===== config.mk =====
export PLATFORM = sky130hd
export DESIGN_NAME = lifo_cell
export DESIGN_NICKNAME = d
export VERILOG_FILES = /design/src/hw/rtl/lifo_pkg.sv /design/src/hw/rtl/lifo_cell.sv
export SDC_FILE = /design/constraint.sdc
export NUM_CORES = 1
export LEC_CHECK = 0
export ABC_AREA = 1
export BUFFER_PORTS_ARGS = -buffer_cell sky130_fd_sc_hd__buf_2
export CAP_MARGIN = 15
export CORE_ASPECT_RATIO = 0.8
export CORE_MARGIN = 2
export CORE_UTILIZATION = 49
export CTS_CLUSTER_SIZE = 16
export DETAILED_ROUTE_END_ITERATION = 10
export GPL_TIMING_DRIVEN = 0
export PLACE_DENSITY_LB_ADDON = 0.2
export SETUP_SLACK_MARGIN = 0.15
export SYNTH_ARGS = -nofsm -noshare
export SYNTH_HDL_FRONTEND = slang
export SYNTH_SLANG_ARGS = --single-unit

===== constraint.sdc =====
create_clock -name aclk -period 2.6 [get_ports aclk]
set_input_delay 0.13 -clock aclk [delete_from_list [all_inputs] [get_ports aclk]]
set_output_delay 0.13 -clock aclk [all_outputs]
set_load 0.05 [all_outputs]

===== src/hw/rtl/lifo_pkg.sv =====
// Shared types and constants for the LIFO stack with duplicate and swap.
package lifo_pkg;

    // Default stack capacity in words
    localparam int DEPTH_DEF   = 64;
    localparam int WORD_W      = 32;
    localparam int FUNC_W      = 3;
    localparam int DEPTH_NOW_W = 7;
    localparam int STATUS_W    = 2;
    localparam int S_TDATA_W   = 32;
    localparam int M_TDATA_W   = 40;

    // Operation codes carried on s_tuser
    typedef enum logic [FUNC_W-1:0] {
        FN_PUSH  = 3'd0,
        FN_POP   = 3'd1,
        FN_SWAP  = 3'd2,
        FN_DUP   = 3'd3,
        FN_PEEK  = 3'd4,
        FN_CLEAR = 3'd5,
        FN_DUMP  = 3'd6,
        FN_NONE  = 3'd7
    } func_t;

    // Result status carried on m_tuser
    typedef enum logic [STATUS_W-1:0] {
        STAT_OK    = 2'd0,
        STAT_UNDER = 2'd1,
        STAT_OVER  = 2'd2
    } stat_t;

    // Command broadcast to every cell of the chain
    typedef enum logic [2:0] {
        CELL_HOLD     = 3'd0,
        CELL_SHIFT_DN = 3'd1,  // take the word from the cell above (push)
        CELL_SHIFT_UP = 3'd2,  // take the word from the cell below (pop)
        CELL_SWAP     = 3'd3,  // top two cells exchange words
        CELL_ROTATE   = 3'd4   // shift up, last occupied cell takes the top
    } cell_cmd_t;

endpackage


===== src/hw/rtl/lifo_cell.sv =====
// One storage cell of the stack chain; cell 0 holds the top of stack.
module lifo_cell import lifo_pkg::*; #(
    parameter int IDX = 0,
    parameter int CW  = 7
) (
    input  logic              aclk,
    input  cell_cmd_t         cmd,
    input  logic [CW-1:0]     count,
    input  logic [WORD_W-1:0] up_data,
    input  logic [WORD_W-1:0] down_data,
    input  logic [WORD_W-1:0] wrap_data,
    output logic [WORD_W-1:0] data
);

    logic [WORD_W-1:0] data_reg;
    logic [WORD_W-1:0] data_next;
    logic              is_end;

    // this cell holds the bottom entry of the occupied region
    assign is_end = (count == CW'(IDX + 1));

    // next word select
    always_comb begin
        data_next = data_reg;
        case (cmd)
            CELL_HOLD:     data_next = data_reg;
            CELL_SHIFT_DN: data_next = up_data;
            CELL_SHIFT_UP: data_next = down_data;
            CELL_SWAP: begin
                if (IDX == 0) begin
                    data_next = down_data;
                end else if (IDX == 1) begin
                    data_next = up_data;
                end
            end
            CELL_ROTATE:   data_next = is_end ? wrap_data : down_data;
            default:       data_next = data_reg;
        endcase
    end

    // payload storage, no reset
    always_ff @(posedge aclk) begin
        data_reg <= data_next;
    end

    assign data = data_reg;

endmodule


==> results.toml, run 1 <==
[status]
status = "finished, final reports clean"

[yosys]
post-synth-top-count-cell = "inv_1"
synthTopCellsByCount = "inv_1, nand3_1, nand2_1, edfxtp_1, o21ai_0"
yosys.cell_types.count = 13
synth_top_area_share_pct = 38.5
synthArstFlopShare_pct = 0
synth_edf_count = 32
synthFlopType = "edfxtp_1"
synthTopCellsByArea = "edfxtp_1, nand3_1, inv_1"
synth.avg_cell_area_sq_um = 6.95
synthCells = 359
yosysWarnings = 0
ys_seq_elements = 32
synth_nets = 466
ys_seq_area_share_pct = 38.5
yosysTopAreaCell = "edfxtp_1"
synth.cell_area_sq_um = 2490

[finish]
finalNonFillerCells = 568
largest_register_ffs = 32
num_antenna_cells = 0
fill_cells = 444
area_growth_pct = 35.1
drive_gt1_share_pct = 34.0
fin_nets = 612

[routing]
wl_mm = 7.05
drt_iter0_drc = 132
drtAntennaViolNets = 0
wire_per_inst_microns = 12.4
vias = 2732
viasPerCell = 4.81
drc = 0
drt-pass1-iter-count = 5

[grt]
grt_max_degree = 20
grt_pass1_vias = 2588
grtUsageMet2_pct = 45.8
grt_remaining_overflow = 0
grt_use_total_pct = 25.4
grt_pass1_wl_mm = 11.4
antenna_found_initial = 0
grtUsageMet1_pct = 31.3
grt.busiest_layer = "met2"
gr-usage-met3_pct = 5.19

[critical_path]
path_max_fanout = 19
critPathMaxStageDelay_ps = 560
path_class = "in2reg"
cp.arrival_ps = 1480
setup.worst_path.start = "cmd[1]"
crit_path_top_delay_cell = "nand2_1"
cp_num_buf_inv = 3
critical_path_cell_count = 6
start_kind = "primary input"
cp-end-kind = "flip-flop"
cp.required_ps = 2590
cp_cell_sequence = "buf_2 > nor2_2 > nand2_4 > buf_6 > nand2_1 > buf_16"
path_delay_family = "simple AND/OR/NAND/NOR gates"

[floorplan]
die_height_microns = 67.8
die_area_sq_um = 5680
die_w_microns = 83.8
core_area_sq_um = 4950
ios = 139
placementRows = 23
initial_core_util_pct = 50.4

[clock_tree]
clk_pin_slew_ps = 70
cts-root-buf = "clkbuf_8"
postCtsSetupRepairBufs = 0
holdBufCountCts = 0
post_cts_resize_count = 0
cts_htree_levels = 2
numCtsBuffers = 5
cts_tree = "done"
numClockSinks = 32
cts_buffer_depth = 2

[placed_design]
port_buffers = 138
place_inst = 560
gp_congestion = 0.842
dp_hpwl_mm = 5.31

[timing]
hold_slack_ps = 228
max_freq_mhz = 669
tns_ps = 0
fin_crit_sh_pct = 57.5
layout_min_cycle_time_ps = 1490
setup_violations = 0
max_slew_margin_pct = 49.5
finalHoldViolCount = 0
rsz0062_at_grt = "no"
tightest_slew_ps = 756
final_max_slew_viol_count = 0

[power]
p_leak_nw = 2.00
powerDensity_nw_per_um2 = 481
ir_drop_mv = 0.298

[hold_path]
hp-start = "down_data[7]"
worstHoldPathType = "in2reg"
min_path_cells = 5

[flow_run]
maxCapViolCount = 0
layout by cell type, fill, tap and decap left out, types with 2 or more instances in the layout:
master,netlist,layout
o21ai_0,23,23
buf_6,9,9
nand3_1,96,96
clkbuf_1,0,2
inv_1,102,102
buf_2,3,141
edfxtp_1,32,32
nand2_1,68,68
clkbuf_8,0,5
nand2_4,3,3
nor2_4,2,2
o21ai_1,10,10
buf_4,9,9
per-stage QoR:
step | utilization, % | cell area [sq um] | power (mW) | worst slack (ps)
detailed placement | 66.5 | 3290 | 1.26 | 815
CTS | 68.1 | 3370 | 1.63 | 1100
global placement | 65.9 | 3260 | 1.24 | 495
global route | 68.1 | 3370 | 1.70 | 1040
finish | 68.1 | 3370 | 1.62 | 1110
floorplan | - | 2490 | 1.08 | 1020
metal layers:
metal / routed length, microns / vias to the layer above
met2: 3500 / 143
met4: 48 / 0
met3: 627 / 5
met1: 2870 / 1174
met5: 0 / -
li1: - / 1410
cells by family (layout without fill, tap and decap cells):
| family | Yosys count | count (layout) | synth area share (%) |
|---|---|---|---|
| AND/OR/NAND/NOR | 170 | 170 | 32.0 |
| AO/OA/AOI/OAI | 33 | 33 | 6.62 |
| flip-flops | 32 | 32 | 38.5 |
| buffers and inverters | 124 | 271 | 22.9 |
where the power goes:
group | internal [mW] | switching (mW)
logic | 0.178 | 0.410
registers | 0.648 | 0.0152
clock network | 0.186 | 0.184
final cells by class:
cell class	instances	area, sq um	share of cell area (%)
repair buffers	139	718	21.3
clock inverters	1	3.75	0.111
inverters	103	387	11.5
plain buffers	21	184	5.46
well taps	62	77.6	2.30
flip-flops and latches	32	961	28.5
multi-input cells	203	963	28.6
clock buffers	7	76.3	2.26
path summary, 6_finish.rpt:
check	slack (ps)	end
hold / removal	230	data[7]$_DFFE_PP_
setup / recovery	1110	data[17]$_DFFE_PP_
(Power assumes the default switching activity.)
==> run 2: changes to the inputs <==
--- a/config.mk
+++ b/config.mk
@@ -10,7 +10,7 @@
 export CAP_MARGIN = 15
 export CORE_ASPECT_RATIO = 0.8
 export CORE_MARGIN = 2
-export CORE_UTILIZATION = 49
+export CORE_UTILIZATION = 45
 export CTS_CLUSTER_SIZE = 16
 export DETAILED_ROUTE_END_ITERATION = 10
 export GPL_TIMING_DRIVEN = 0
==> constraint.sdc (replaced) <==
create_clock -name aclk -period 1.4 [get_ports aclk]
set_input_delay 0.07 -clock aclk [delete_from_list [all_inputs] [get_ports aclk]]
set_output_delay 0.07 -clock aclk [all_outputs]
set_load 0.05 [all_outputs]
==> results.toml, run 2 (synthesized netlist as in run 1, its figures left out) <==
[status]
status = "finished, final reports clean"

[finish]
finalNonFillerCells = 570
largest_register_ffs = 32
area_growth_pct = 34.5
drive_gt1_share_pct = 34.1
num_antenna_cells = 0
regArea_sq_um = 961
stdcell_area_sq_um = 3350
final_cell_mix = "buf_2, inv_1, nand3_1"
final_common_cell = "buf_2"
fin_nets = 611
fill_cells = 516
multi_input_area_sq_um = 971

[timing]
hold_slack_ps = 168
fin_crit_sh_pct = 75.1
max_freq_mhz = 951
setup_violations = 0
tns_ps = 0
final_max_slew_viol_count = 0
rsz0062_at_grt = "no"
finalHoldViolCount = 0
tightest_slew_ps = 450
layout_min_cycle_time_ps = 1050
max_slew_margin_pct = 70.0

[hold_path]
worstHoldPathType = "in2reg"

[clock_tree]
post_cts_resize_count = 1
numCtsBuffers = 5
cts_htree_levels = 2
cts_tree = "done"
cts-root-buf = "clkbuf_8"
holdBufCountCts = 0
clk_pin_slew_ps = 70
postCtsSetupRepairBufs = 0
cts_buffer_depth = 2
numClockSinks = 32

[routing]
wire_per_inst_microns = 12.2
viasPerCell = 4.87
drtAntennaViolNets = 0
drt-pass1-iter-count = 5
drt_iter0_drc = 181
drc = 0
vias = 2775
wl_mm = 6.95

[floorplan]
die_area_sq_um = 6160
initial_core_util_pct = 46.2
placementRows = 24
core_area_sq_um = 5410
ios = 139
die_height_microns = 70.6
die_w_microns = 87.3

[placed_design]
place_inst = 562
gp_congestion = 0.810
dp_hpwl_mm = 5.16
port_buffers = 138
place_area_sq_um = 3270

[grt]
grt_max_degree = 33
antenna_found_initial = 0
grt_use_total_pct = 23.0
grt_remaining_overflow = 0
grt_pass1_wl_mm = 11.4
grt_pass1_vias = 2683

[flow_run]
maxCapViolCount = 0

[critical_path]
cpMostUsedCell = "nand2_4"
path_max_fanout = 32
cp.required_ps = 1330
crit_path_top_delay_cell = "nand2_4"
start_kind = "primary input"
cp-end-kind = "flip-flop"
path_class = "in2reg"
cp_cell_sequence = "buf_2 > nor2_2 > nand2_4 > buf_6 > nand2_4"
cp.arrival_ps = 980
critPathMaxStageDelay_ps = 360

[power]
p_leak_nw = 1.99
powerDensity_nw_per_um2 = 893
total_power_mw = 2.99
ir_drop_mv = 0.584
==> run 2: cell types whose count changed in the layout (fill, tap and decap cells not counted), sizes merged <==
cell,before,now
buf,160,159
==> run 2: cell type report <==
class / instances / area share, %
Timing Repair Buffer: 138 / 20.6
Multi-Input combinational cell: 203 / 28.9
Inverter: 103 / 11.5
Tap cell: 65 / 2.42
Clock inverter: 1 / 0.112
Buffer: 21 / 5.48
Clock buffer: 7 / 2.28
Sequential cell: 32 / 28.6
==> run 2: critical path: cells and delay by family <==
family	cells	cell delay, ps
simple gates	3	600
buf+inv	2	300
==> run 2: per-stage QoR <==
stage,worst slack [ps],util [%]
6_report,348,62.1
5_1_grt,287,62.1
4_1_cts,340,62.1
3_5_place_dp,-207,60.5
3_3_place_gp,-202,60.5
2_1_floorplan,185,-
==> run 2: metal layers <==
layer | routed length (microns) | vias up | track usage [%]
li1 | - | 1406 | -
met2 | 3310 | 121 | 39.0
met5 | 0 | - | 0
met3 | 514 | 6 | 4.55
met4 | 33 | 0 | 5.30
met1 | 3100 | 1242 | 30.5
==> run 2: path summary, 6_finish.rpt <==
check / slack (ps) / endpoint / start / cells after the start
max: 350 / data[31]$_DFFE_PP_ / cmd[1] / 5
min: 170 / data[1]$_DFFE_PP_ / down_data[1] / 5
==> run 2: where the power goes <==
part | switching (mW) | internal [mW] | total (mW)
logic | 0.762 | 0.320 | 1.08
clock network | 0.338 | 0.346 | 0.684
registers | 0.0241 | 1.20 | 1.23
